`config.mk`:
```
export PLATFORM = sky130hd
export DESIGN_NAME = format_spec_parser_core
export DESIGN_NICKNAME = d
export VERILOG_FILES = /design/src/design/fsp_pkg.sv /design/src/design/fsp_digit_acc.sv /design/src/design/format_spec_parser_core.sv
export SDC_FILE = /design/constraint.sdc
export NUM_CORES = 1
export LEC_CHECK = 0
export ABC_AREA = 1
export BUFFER_PORTS_ARGS = -buffer_cell sky130_fd_sc_hd__clkbuf_2
export CORE_ASPECT_RATIO = 0.75
export CORE_MARGIN = 8
export CORE_UTILIZATION = 40
export CTS_CLUSTER_DIAMETER = 40
export DETAILED_ROUTE_END_ITERATION = 8
export HOLD_SLACK_MARGIN = 0.06
export PLACE_DENSITY_LB_ADDON = 0.1
export SLEW_MARGIN = 20
export SYNTH_ARGS = -nofsm -noshare
export SYNTH_HDL_FRONTEND = slang
export SYNTH_SLANG_ARGS = --single-unit
```
`constraint.sdc`:
```
create_clock -name i_clk -period 6 [get_ports i_clk]
set_input_delay 0.6 -clock i_clk [delete_from_list [all_inputs] [get_ports i_clk]]
set_output_delay 0.6 -clock i_clk [all_outputs]
set_load 0.05 [all_outputs]
```
`src/design/fsp_pkg.sv`:
```
// Shared codes, character constants and decode functions for the format specifier parser.
package fsp_pkg;

    typedef enum logic [1:0] {
        ST_DONE    = 2'd0,
        ST_LITERAL = 2'd1,
        ST_ERROR   = 2'd2
    } t_status;

    localparam logic [1:0] LEN_NONE = 2'd0;
    localparam logic [1:0] LEN_H    = 2'd1;
    localparam logic [1:0] LEN_L    = 2'd2;
    localparam logic [1:0] LEN_BIG_L = 2'd3;

    localparam logic [3:0] SPEC_C    = 4'd0;
    localparam logic [3:0] SPEC_D    = 4'd1;
    localparam logic [3:0] SPEC_I    = 4'd2;
    localparam logic [3:0] SPEC_E    = 4'd3;
    localparam logic [3:0] SPEC_F    = 4'd4;
    localparam logic [3:0] SPEC_BIG_E = 4'd5;
    localparam logic [3:0] SPEC_G    = 4'd6;
    localparam logic [3:0] SPEC_BIG_G = 4'd7;
    localparam logic [3:0] SPEC_O    = 4'd8;
    localparam logic [3:0] SPEC_S    = 4'd9;
    localparam logic [3:0] SPEC_U    = 4'd10;
    localparam logic [3:0] SPEC_X    = 4'd11;
    localparam logic [3:0] SPEC_BIG_X = 4'd12;
    localparam logic [3:0] SPEC_P    = 4'd13;
    localparam logic [3:0] SPEC_N    = 4'd14;
    localparam logic [3:0] SPEC_NONE = 4'd15;

    localparam logic [7:0] CH_STAR     = 8'h2A;
    localparam logic [7:0] CH_DOT      = 8'h2E;
    localparam logic [7:0] CH_DIGIT_LO = 8'd48;
    localparam logic [7:0] CH_DIGIT_HI = 8'd57;
    localparam logic [7:0] CH_PERCENT  = 8'h25;
    localparam logic [7:0] CH_PLUS     = 8'h2B;
    localparam logic [7:0] CH_MINUS    = 8'h2D;
    localparam logic [7:0] CH_SPACE    = 8'h20;
    localparam logic [7:0] CH_HASH     = 8'h23;
    localparam logic [7:0] CH_ZERO     = 8'h30;

    // Flag bit order: plus, minus, space, alternate form, zero padding.
    function automatic logic [4:0] flag_mask(input logic [7:0] ch);
        logic [4:0] m;
        case (ch)
            CH_PLUS:  m = 5'b00001;
            CH_MINUS: m = 5'b00010;
            CH_SPACE: m = 5'b00100;
            CH_HASH:  m = 5'b01000;
            CH_ZERO:  m = 5'b10000;
            default:  m = 5'b00000;
        endcase
        return m;
    endfunction

    function automatic logic [1:0] len_index(input logic [7:0] ch);
        logic [1:0] l;
        case (ch)
            8'h68:   l = LEN_H;
            8'h6C:   l = LEN_L;
            8'h4C:   l = LEN_BIG_L;
            default: l = LEN_NONE;
        endcase
        return l;
    endfunction

    function automatic logic [3:0] spec_index(input logic [7:0] ch);
        logic [3:0] s;
        case (ch)
            8'h63:   s = SPEC_C;
            8'h64:   s = SPEC_D;
            8'h69:   s = SPEC_I;
            8'h65:   s = SPEC_E;
            8'h66:   s = SPEC_F;
            8'h45:   s = SPEC_BIG_E;
            8'h67:   s = SPEC_G;
            8'h47:   s = SPEC_BIG_G;
            8'h6F:   s = SPEC_O;
            8'h73:   s = SPEC_S;
            8'h75:   s = SPEC_U;
            8'h78:   s = SPEC_X;
            8'h58:   s = SPEC_BIG_X;
            8'h70:   s = SPEC_P;
            8'h6E:   s = SPEC_N;
            default: s = SPEC_NONE;
        endcase
        return s;
    endfunction

endpackage

```
`src/design/fsp_digit_acc.sv`:
```
// Decimal digit accumulator: acc * 10 + digit, saturating, with "not given" and star read as 0.
module fsp_digit_acc #(
    parameter int NUM_BITS = 16
) (
    input  logic signed [NUM_BITS:0] i_acc,
    input  logic        [3:0]        i_digit,
    output logic signed [NUM_BITS:0] o_acc
);

    logic [NUM_BITS-1:0] base;
    logic [NUM_BITS+3:0] prod;
    logic                sat;

    always_comb begin
        base = i_acc[NUM_BITS] ? '0 : i_acc[NUM_BITS-1:0];
        prod = {1'b0, base, 3'b000} + {3'b000, base, 1'b0} + {{NUM_BITS{1'b0}}, i_digit};
        sat  = |prod[NUM_BITS+3:NUM_BITS];
        o_acc = sat ? {1'b0, {NUM_BITS{1'b1}}} : {1'b0, prod[NUM_BITS-1:0]};
    end

endmodule

```
`src/design/format_spec_parser_core.sv`:
```
// Format specifier parser: one character per beat, one result beat per finished specification.
//
// Input channel (i_in_valid / o_in_ready) carries one character of the format string and
// a start mark that is set on the first character after a percent sign. Output channel
// (o_out_valid / i_out_ready) carries one result beat when a specification completes,
// when the first character is a literal percent, or when a parse error is found.
// Characters with no start mark outside a specification are dropped silently.
//
// A character is taken into an input register, decoded against the parse state, and the
// result is written into the output register; the decode itself is combinational. One
// character is taken every cycle while the receiver does not stall, limited only by the
// single decode stage between the two registers.
// While the receiver stalls with a result pending, the character in the input register
// waits and o_in_ready drops once that register is full; nothing is lost.
//
// Reset clears both registers' valid bits and returns the parser to idle with
// width and precision "not given".
module format_spec_parser_core #(
    parameter int NUM_BITS   = 16,
    parameter int COUNT_BITS = 8
) (
    input  logic                    i_clk,
    input  logic                    i_rst_n,
    input  logic                    i_in_valid,
    output logic                    o_in_ready,
    input  logic [7:0]              i_ch,
    input  logic                    i_start_req,
    output logic                    o_out_valid,
    input  logic                    i_out_ready,
    output logic [1:0]              o_status,
    output logic                    o_flag_sign,
    output logic                    o_flag_left,
    output logic                    o_flag_space,
    output logic                    o_flag_alt,
    output logic                    o_flag_pad_zero,
    output logic signed [NUM_BITS:0] o_field_width,
    output logic signed [NUM_BITS:0] o_field_precision,
    output logic [1:0]              o_length_code,
    output logic [3:0]              o_spec_code,
    output logic                    o_is_signed,
    output logic [COUNT_BITS-1:0]   o_consumed
);

    typedef enum logic [2:0] {
        PH_IDLE  = 3'd0,
        PH_FLAGS = 3'd1,
        PH_WDIG  = 3'd2,
        PH_WSTAR = 3'd3,
        PH_PREC  = 3'd4,
        PH_PDIG  = 3'd5,
        PH_PSTAR = 3'd6,
        PH_LEN   = 3'd7
    } t_phase;

    localparam logic signed [NUM_BITS:0] ACC_NONE = '1;
    localparam logic signed [NUM_BITS:0] ACC_STAR = {{NUM_BITS{1'b1}}, 1'b0};

    // Input register
    logic       r_in_valid;
    logic [7:0] r_ch;
    logic       r_start;

    // Parse state
    t_phase                   r_phase,  n_phase;
    logic [4:0]               r_flags,  n_flags;
    logic signed [NUM_BITS:0] r_width,  n_width;
    logic signed [NUM_BITS:0] r_prec,   n_prec;
    logic [1:0]               r_len,    n_len;
    logic [COUNT_BITS-1:0]    r_count,  n_count;

    // Output register
    logic                     r_out_valid;
    logic [1:0]               r_status;
    logic [4:0]               r_oflags;
    logic signed [NUM_BITS:0] r_owidth;
    logic signed [NUM_BITS:0] r_oprec;
    logic [1:0]               r_olen;
    logic [3:0]               r_ospec;
    logic [COUNT_BITS-1:0]    r_ocount;

    // State as seen by the character in the input register (start mark applied)
    t_phase                   e_phase;
    logic [4:0]               e_flags;
    logic signed [NUM_BITS:0] e_width;
    logic signed [NUM_BITS:0] e_prec;
    logic [1:0]               e_len;
    logic [COUNT_BITS-1:0]    e_count;
    logic [COUNT_BITS-1:0]    count_inc;

    logic                     proc;
    logic                     emit;
    fsp_pkg::t_status         res_status;
    logic [3:0]               res_spec;
    logic                     is_digit;
    logic [4:0]               fbit;
    logic [1:0]               ln;
    logic [3:0]               sp;
    logic                     prec_side;
    logic signed [NUM_BITS:0] acc_in;
    logic signed [NUM_BITS:0] acc_out;

    assign proc       = r_in_valid && (!r_out_valid || i_out_ready);
    assign o_in_ready = !r_in_valid || proc;

    assign e_phase = r_start ? PH_FLAGS : r_phase;
    assign e_flags = r_start ? '0 : r_flags;
    assign e_width = r_start ? ACC_NONE : r_width;
    assign e_prec  = r_start ? ACC_NONE : r_prec;
    assign e_len   = r_start ? fsp_pkg::LEN_NONE : r_len;
    assign e_count = r_start ? '0 : r_count;

    assign count_inc = (&e_count) ? e_count : e_count + 1'b1;

    assign is_digit  = (r_ch >= fsp_pkg::CH_DIGIT_LO) && (r_ch <= fsp_pkg::CH_DIGIT_HI);
    assign fbit      = fsp_pkg::flag_mask(r_ch);
    assign ln        = fsp_pkg::len_index(r_ch);
    assign sp        = fsp_pkg::spec_index(r_ch);
    assign prec_side = (e_phase == PH_PREC) || (e_phase == PH_PDIG);
    assign acc_in    = prec_side ? e_prec : e_width;

    fsp_digit_acc #(
        .NUM_BITS (NUM_BITS)
    ) u_digit_acc (
        .i_acc   (acc_in),
        .i_digit (r_ch[3:0]),
        .o_acc   (acc_out)
    );

    always_comb begin
        n_phase    = e_phase;
        n_flags    = e_flags;
        n_width    = e_width;
        n_prec     = e_prec;
        n_len      = e_len;
        n_count    = e_count;
        emit       = 1'b0;
        res_status = fsp_pkg::ST_DONE;
        res_spec   = fsp_pkg::SPEC_NONE;

        if (e_phase == PH_IDLE) begin
            n_phase = PH_IDLE;
        end else if (e_phase == PH_FLAGS && e_count == '0 && r_ch == fsp_pkg::CH_PERCENT) begin
            emit       = 1'b1;
            res_status = fsp_pkg::ST_LITERAL;
        end else if (e_phase == PH_FLAGS && fbit != '0) begin
            n_flags = e_flags | fbit;
            n_count = count_inc;
        end else if (is_digit && (e_phase == PH_FLAGS || e_phase == PH_WDIG)) begin
            n_width = acc_out;
            n_phase = PH_WDIG;
            n_count = count_inc;
        end else if (is_digit && prec_side) begin
            n_prec  = acc_out;
            n_phase = PH_PDIG;
            n_count = count_inc;
        end else if (r_ch == fsp_pkg::CH_STAR && e_phase == PH_FLAGS) begin
            n_width = ACC_STAR;
            n_phase = PH_WSTAR;
            n_count = count_inc;
        end else if (r_ch == fsp_pkg::CH_STAR && e_phase == PH_PREC) begin
            n_prec  = ACC_STAR;
            n_phase = PH_PSTAR;
            n_count = count_inc;
        end else if (r_ch == fsp_pkg::CH_DOT &&
                     (e_phase == PH_FLAGS || e_phase == PH_WDIG || e_phase == PH_WSTAR)) begin
            n_prec  = '0;
            n_phase = PH_PREC;
            n_count = count_inc;
        end else if (ln != fsp_pkg::LEN_NONE && e_phase != PH_LEN) begin
            n_len   = ln;
            n_phase = PH_LEN;
            n_count = count_inc;
        end else if (sp != fsp_pkg::SPEC_NONE) begin
            n_count  = count_inc;
            emit     = 1'b1;
            res_spec = sp;
        end else begin
            emit       = 1'b1;
            res_status = fsp_pkg::ST_ERROR;
        end

        if (emit) begin
            n_phase = PH_IDLE;
        end
    end

    always_ff @(posedge i_clk) begin
        if (!i_rst_n) begin
            r_in_valid  <= 1'b0;
            r_out_valid <= 1'b0;
            r_phase     <= PH_IDLE;
            r_flags     <= '0;
            r_width     <= ACC_NONE;
            r_prec      <= ACC_NONE;
            r_len       <= fsp_pkg::LEN_NONE;
            r_count     <= '0;
        end else begin
            if (o_in_ready) begin
                r_in_valid <= i_in_valid;
            end
            if (proc) begin
                r_phase <= n_phase;
                r_flags <= n_flags;
                r_width <= n_width;
                r_prec  <= n_prec;
                r_len   <= n_len;
                r_count <= n_count;
            end
            if (proc && emit) begin
                r_out_valid <= 1'b1;
            end else if (i_out_ready) begin
                r_out_valid <= 1'b0;
            end
        end

        if (i_in_valid && o_in_ready) begin
            r_ch    <= i_ch;
            r_start <= i_start_req;
        end
        if (proc && emit) begin
            r_status <= res_status;
            r_oflags <= n_flags;
            r_owidth <= n_width;
            r_oprec  <= n_prec;
            r_olen   <= n_len;
            r_ospec  <= res_spec;
            r_ocount <= n_count;
        end
    end

    assign o_out_valid       = r_out_valid;
    assign o_status          = r_status;
    assign o_flag_sign       = r_oflags[0];
    assign o_flag_left       = r_oflags[1];
    assign o_flag_space      = r_oflags[2];
    assign o_flag_alt        = r_oflags[3];
    assign o_flag_pad_zero   = r_oflags[4];
    assign o_field_width     = r_owidth;
    assign o_field_precision = r_oprec;
    assign o_length_code     = r_olen;
    assign o_spec_code       = r_ospec;
    assign o_is_signed       = (r_ospec >= fsp_pkg::SPEC_D) && (r_ospec <= fsp_pkg::SPEC_BIG_G);
    assign o_consumed        = r_ocount;

    // A completed specification always names a conversion, the other results never do.
    a_spec_matches_status: assert property (@(posedge i_clk) disable iff (!i_rst_n)
        o_out_valid |-> ((o_status == fsp_pkg::ST_DONE) == (o_spec_code != fsp_pkg::SPEC_NONE)))
        else $error("spec code does not agree with status");

    // A literal percent consumes nothing and carries the cleared fields.
    a_literal_clean: assert property (@(posedge i_clk) disable iff (!i_rst_n)
        (o_out_valid && o_status == fsp_pkg::ST_LITERAL) |->
            (o_consumed == '0 && o_field_width == ACC_NONE && o_field_precision == ACC_NONE))
        else $error("literal percent result carries parse data");

    // After any result the parser is idle until the next start mark.
    a_idle_after_result: assert property (@(posedge i_clk) disable iff (!i_rst_n)
        (proc && emit) |=> (r_phase == PH_IDLE))
        else $error("parser not idle after a result");

    // A result beat is only produced into a free or draining output register.
    a_no_overwrite: assert property (@(posedge i_clk) disable iff (!i_rst_n)
        (r_out_valid && !i_out_ready) |=> ($stable(r_ocount) && $stable(r_ospec)))
        else $error("pending result overwritten");

endmodule

```
**Word level (Yosys, flattened, before mapping)**

Index checks and enable logic that the tools add are counted.

- Bits in registers: 118
- Input port bits: 13
- Output and inout bits: 58

- Add/subtract/negate cells: 3
- Magnitude comparators: 4
- Equal/unequal tests: 33
- Mux-type cells: 79
- Bitwise logic cells: 2
- Reduce and logical (&&, ||, !) cells: 30

Operators by type and width:

| cell | number |
|---|---|
| $mux W17 | 17 |
| $eq A8 B7 Y1 const B | 18 |
| $mux W8 | 12 |
| $eq A8 B6 Y1 const B | 8 |
| $pmux W4 S15 | 1 |
| $mux W3 | 11 |
| $mux W16 | 2 |
| $pmux W5 S5 | 1 |
| $mux W2 | 11 |
| $add A19 B17 Y20 | 1 |
| $add A20 B4 Y20 | 1 |
| $mux W5 | 4 |
| $mux W1 | 19 |
| $logic_and A1 B1 Y1 | 14 |
| $reduce_or A10 Y1 | 1 |
| $reduce_or A9 Y1 | 1 |
| $add A8 B1 Y8 const B | 1 |
| $ge A8 B6 Y1 const B | 1 |
| $le A8 B6 Y1 const B | 1 |
| $logic_not A8 Y1 | 1 |
| $reduce_and A8 Y1 | 1 |
| $eq A3 B2 Y1 const B | 2 |
| $eq A3 B3 Y1 const B | 2 |
| $pmux W2 S3 | 1 |
| other kinds (13) | 19 |

**Depth between registers and ports, before layout**

- Depth after elaboration: 15
- Depth in mapped cells: 27
- Gate-level depth less buffers: 25

**By module**

A second synthesis with hierarchy kept.

- Cell total of the unflattened synthesis: 958
- Area, all modules: 7521.0 sq um

Modules (own cells, without submodules):

| module | times used | cells an instance | area each (sq um) | sequential area each (sq um) |
|---|---|---|---|---|
| format_spec_parser_core | 1 | 678 | 5898.2 | 3002.9 |
| fsp_digit_acc | 1 | 280 | 1622.8 | 0.0 |

**Worst setup path before layout**

No wires, ideal clock.

- Path type: register -> register
- Start point: register r_start
- End point: register r_owidth[11] (netlist: o_field_width[11]), data pin
- Setup time: 0.249 ns
- Arrival time: 3.328 ns
- Required time: 5.751 ns
- Slack: 2.422 ns
- Cell stages (with the launch flop): 24
- Buffers on the path: 3
- Period minus slack after synthesis: 3.578 ns
- Cells stage by stage: edfxtp_1 > buf_6 > clkbuf_1 > buf_1 > nor2_1 > a211oi_1 > ha_1 > ha_1 > inv_1 > fa_1 > inv_1 > nand3_1 > nand3_1 > nand2_1 > nand2_1 > nand2_1 > nand2_1 > nor2_1 > nor2_2 > nand2_1 > clkinv_2 > nand3_1 > nand2_1 > inv_1

- Word-level cells in the longest chain between the ends: 13
- Elaborated cells on any way between the ends: 30
- Those cells by class: add/sub: 2; eq/ne: 4; mux: 13; reduce/logical: 11

Ends and longest elaborated chain:

| what | RTL line | RTL |
|---|---|---|
| start, declared | format_spec_parser_core.sv:61 | `logic r_start;` |
| start signal, assigned | format_spec_parser_core.sv:218 | `r_start <= i_start_req;` |
| $mux W3 | format_spec_parser_core.sv:105 | `assign e_phase = r_start ? PH_FLAGS : r_phase;` |
| $eq A3 B3 Y1 | format_spec_parser_core.sv:118 | `assign prec_side = (e_phase == PH_PREC) \|\| (e_phase == PH_PDIG);` |
| $logic_or A1 B1 Y1 | format_spec_parser_core.sv:118 |  |
| $mux W17 | format_spec_parser_core.sv:119 | `assign acc_in = prec_side ? e_prec : e_width;` |
| $mux W16 | fsp_digit_acc.sv:15 | `base = i_acc[NUM_BITS] ? '0 : i_acc[NUM_BITS-1:0];` |
| $add A19 B17 Y20 | fsp_digit_acc.sv:16 | `prod = {1'b0, base, 3'b000} + {3'b000, base, 1'b0} + {{NUM_BITS{1'b0}}, i_digit};` |
| $add A20 B4 Y20 | fsp_digit_acc.sv:16 |  |
| $reduce_or A4 Y1 | fsp_digit_acc.sv:17 | `sat = \|prod[NUM_BITS+3:NUM_BITS];` |
| $mux W16 | fsp_digit_acc.sv:18 | `o_acc = sat ? {1'b0, {NUM_BITS{1'b1}}} : {1'b0, prod[NUM_BITS-1:0]};` |
| $mux W17 | format_spec_parser_core.sv:148 | `end else if (is_digit && (e_phase == PH_FLAGS \|\| e_phase == PH_WDIG)) begin` |
| $mux W17 | format_spec_parser_core.sv:145 | `end else if (e_phase == PH_FLAGS && fbit != '0) begin` |
| $mux W17 | format_spec_parser_core.sv:142 | `end else if (e_phase == PH_FLAGS && e_count == '0 && r_ch == fsp_pkg::CH_PERCENT) begin` |
| $mux W17 * | format_spec_parser_core.sv:140 | `if (e_phase == PH_IDLE) begin` |
| via n_width[11] | format_spec_parser_core.sv:66 | `logic signed [NUM_BITS:0] r_width, n_width;` |
| end signal, assigned | format_spec_parser_core.sv:223 | `r_owidth <= n_width;` |
| end, declared | format_spec_parser_core.sv:75 | `logic signed [NUM_BITS:0] r_owidth;` |

Mark *: on every way through the listed nets, which the timed path passes. The rest lies on a longest branch.
A chain may end at the register's enable or synchronous reset.

**Worst setup path after layout**

- Start point: register r_start
- End point: register r_owidth[7] (netlist: o_field_width[7]), data pin

The elaborated chain is that of the path after synthesis.

==> insert_results.sql <==
INSERT INTO impl_metrics (metric_group, metric, value, unit) VALUES
('timing', 'final.setup.tns', '0', 'ps'),
('synth', 'synthFlopType', 'edfxtp_1', ''),
('floorplanning', 'initial_cell_density_of_the_core', '40.4', '%'),
('critical_path', 'cp.buffers_inverters', '6', ''),
('synth', 'post_synth.cell_area_avg', '7.14', 'µm²'),
('clocking', 'clock-sinks', '118', ''),
('finish', 'multi_input_comb_area', '3750', 'µm²'),
('detailed_routing', 'drt_wl_total', '22500', 'µm'),
('floorplanning', 'coreArea', '18300', 'µm²'),
('detailed_routing', 'detail_route.wl_per_cell', '16.6', 'µm'),
('timing', 'clock.fmax', '201', 'MHz'),
('critical_path', 'worst_setup_path_startpoint', 'r_start', ''),
('critical_path', 'r2r_start', 'r_start', ''),
('critical_path', 'worst_ep_arrival_time', '5170', 'ps'),
('critical_path', 'critical_path.cell_chain', 'buf_4, nor2_1, inv_1, nand2_1, nand2_2, a211oi_1, ha_1, ha_1, inv_1, fa_1, inv_1, nand3_1, nand3_1, nand2_1, nand2_1, nand2_1, nand2_1, nor2_1, nor2_2, nand2_1, clkinv_2, nand3_1, nand2_1, inv_1', ''),
('timing', 'rsz_0062_raised_after_global_routing', 'no', ''),
('critical_path', 'rr_worst_depth', '24', ''),
('finish', 'number_of_antenna_diodes', '0', ''),
('synth', 'synth.ff_latch_count', '118', ''),
('detailed_routing', 'dr.first_iter.drc_count', '697', ''),
('critical_path', 'worst-setup-path-type', 'flop to flop', ''),
('critical_path', 'r2r_setup_slack', '1010', 'ps'),
('power_and_ir_drop', 'power.internal', '1.63', 'mW'),
('critical_path', 'crit_path_frequent_cell', 'nand2_1', ''),
('synth', 'synth-warning-count', '0', ''),
('critical_path', 'critPathTopFamily', 'simple AND/OR/NAND/NOR gates', ''),
('synth', 'yosys_top_cell_area_share', '26.0', '%'),
('floorplanning', 'fp.dieH', '134', 'µm'),
('timing', 'timing_worst_slew_pin_value', '1110', 'ps'),
('floorplanning', 'area_of_the_die', '23100', 'µm²'),
('clocking', 'worst_setup_hold_path_clk_slew', '60', 'ps'),
('power_and_ir_drop', 'pwr-share-seq', '40.7', '%'),
('critical_path', 'path_max_fanout', '42', ''),
('timing', 'timing_hold_violations_final', '0', ''),
('critical_path', 'cp_slowest_cell', 'nor2_2', ''),
('global_route', 'grt.overflow.total', '0', ''),
('hold_path', 'min-delay-path-class', 'input port to flop', ''),
('hold_path', 'worstHoldPathCells', '1', ''),
('power_and_ir_drop', 'power.clock.fraction', '46.7', '%'),
('timing', 'finalCritPeriodShare', '83.1', '%'),
('finish', 'area_delta_synth_final', '15.3', '%'),
('power_and_ir_drop', 'power.share.switching', '27.5', '%'),
('run_status', 'outcome', 'finished clean', ''),
('synth', 'synth.area.top_cells', 'edfxtp_1 (26%), nand2_1 (17%), dfxtp_1 (15%), nor2_1 (6.1%), inv_1 (5.7%)', ''),
('global_route', 'via_count_of_the_first_global_routing_pass', '6429', ''),
('placed_design', 'gpl.final_weighted_congestion', '0.859', ''),
('critical_path', 'worst_setup_path_endpoint', 'o_field_width[7]', ''),
('detailed_routing', 'post-route-drc-count', '0', ''),
('synth', 'synth_enable_flop_cells', '64', ''),
('finish', 'final_area', '8520', 'µm²'),
('finish', 'nets', '1143', ''),
('synth', 'mappedNetlistArea', '7390', 'µm²'),
('floorplanning', 'num_rows', '43', ''),
('global_route', 'first_pass_grt_wire_length', '36000', 'µm'),
('clocking', 'postCtsSetupRepairBufs', '0', ''),
('timing', 'relSlewSlack', '25.9', '%'),
('floorplanning', 'die-width', '173', 'µm'),
('floorplanning', 'floorplan.io_pins', '71', ''),
('placed_design', 'detailed_place_hpwl', '16100', 'µm'),
('timing', 'setup_viol', '0', ''),
('critical_path', 'maximum_cell_stage_delay_along_the_critical_path', '610', 'ps'),
('detailed_routing', 'firstDrtPassIters', '6', ''),
('clocking', 'post_cts_resize_count', '0', ''),
('job', 'max-cap-violations', '0', ''),
('critical_path', 'worst_setup_path_start_kind', 'flop', ''),
('global_route', 'grt_antenna_before_repair', '0', ''),
('power_and_ir_drop', 'power_switching', '0.617', 'mW'),
('finish', 'num-fill-cells', '1897', ''),
('clocking', 'tritoncts', 'done', ''),
('clocking', 'cts-buffers-inserted', '17', ''),
('critical_path', 'critical_path.endpoint_type', 'flop', '');
## how the worst min path moves through the flow
stage,from,end,slack (ps)
final,i_ch[4],r_ch[4],350
after global routing,i_ch[6],r_ch[6],340
after CTS,i_ch[4],r_ch[4],340
after detailed placement,r_flags[4],r_flags[4],460
after global placement,r_width[10],r_width[10],450
after floorplan,r_flags[4],r_flags[4],430
## layout by cell type, fill, tap and decap left out, types with 4 or more instances in the layout
master	n
a211oi_1	14
a21boi_0	4
a21oi_1	70
buf_4	4
clkbuf_16	17
clkbuf_2	70
dfxtp_1	54
edfxtp_1	64
ha_1	33
inv_1	111
inv_2	10
nand2_1	324
nand2_2	5
nand3_1	83
nand4_1	16
nor2_1	120
nor2_2	7
nor2_4	6
nor3_1	10
o21ai_0	32
o22ai_1	4
xnor2_1	7
## synthesized netlist by cell type (2+ instances only)
| library cell | n |
|---|---|
| o21ai_1 | 2 |
| a22oi_1 | 2 |
| xnor2_1 | 7 |
| buf_1 | 6 |
| xor2_1 | 2 |
| o2111ai_1 | 3 |
| o22ai_1 | 4 |
| clkbuf_1 | 21 |
| fa_1 | 2 |
| nand4_1 | 16 |
| buf_6 | 4 |
| nand3b_1 | 2 |
| inv_1 | 112 |
| nand2_2 | 4 |
| nor2_1 | 120 |
| nor3_1 | 10 |
| nor2_4 | 6 |
| and3_1 | 2 |
| a21boi_0 | 4 |
| nand3_1 | 83 |
| buf_4 | 2 |
| inv_2 | 9 |
| edfxtp_1 | 64 |
| nand2_1 | 325 |
| a211oi_1 | 14 |
| a21oi_1 | 70 |
| o21ai_0 | 32 |
| nor2_2 | 7 |
| dfxtp_1 | 54 |
| ha_1 | 33 |
## sequential cells by signal, indices dropped and copies added, names as in the netlist, 5 cells and up
name	count
r_count	8
r_prec	17
r_width	17
o_field_precision	17
r_ch	8
o_consumed	8
o_field_width	17
r_flags	5
r_oflags	5
## cell families after synthesis
family / Yosys count / share of synthesized area, %
flip-flops: 118 / 40.7
adder cells (fa/ha/maj): 35 / 6.13
AND/OR/NAND/NOR: 580 / 33.2
AO/OA/AOI/OAI: 136 / 10.4
XOR/XNOR: 9 / 1.07
buffers and inverters: 157 / 8.54
## per-layer routing
metal	global-route usage (%)	vias up	share of wire [%]
li1	-	3498	-
met1	31.8	3168	54
met2	25.0	241	37
met3	3.79	25	7.5
met4	5.83	0	1.2
met5	0	-	0
## area by class of cell
cell class              count  area share, %
multi-input cells         760           44.1
flip-flops and latches    118           35.3
inverters                 124           5.51
clock buffers              20           5.25
repair buffers             74           4.47
well taps                 247           3.63
clock inverters            12           1.79
## power groups by stage
stage	Combinational (mW)	Sequential [mW]	Clock (mW)
2_1_floorplan	0.179	0.954	0
5_1_grt	0.317	0.918	1.10
6_report	0.284	0.914	1.05
3_3_place_gp	0.282	0.931	0
4_1_cts	0.283	0.914	1.06
3_5_place_dp	0.281	0.930	0
## through the flow
step	setup slack, ps	cells	util, %
2_1_floorplan	2420	1035	-
3_3_place_gp	1190	1323	43.3
3_5_place_dp	1090	1323	43.3
4_1_cts	1070	1355	46.6
5_1_grt	598	1355	46.6
6_report	1010	1355	46.6
Power figures use the tool's default switching activity.
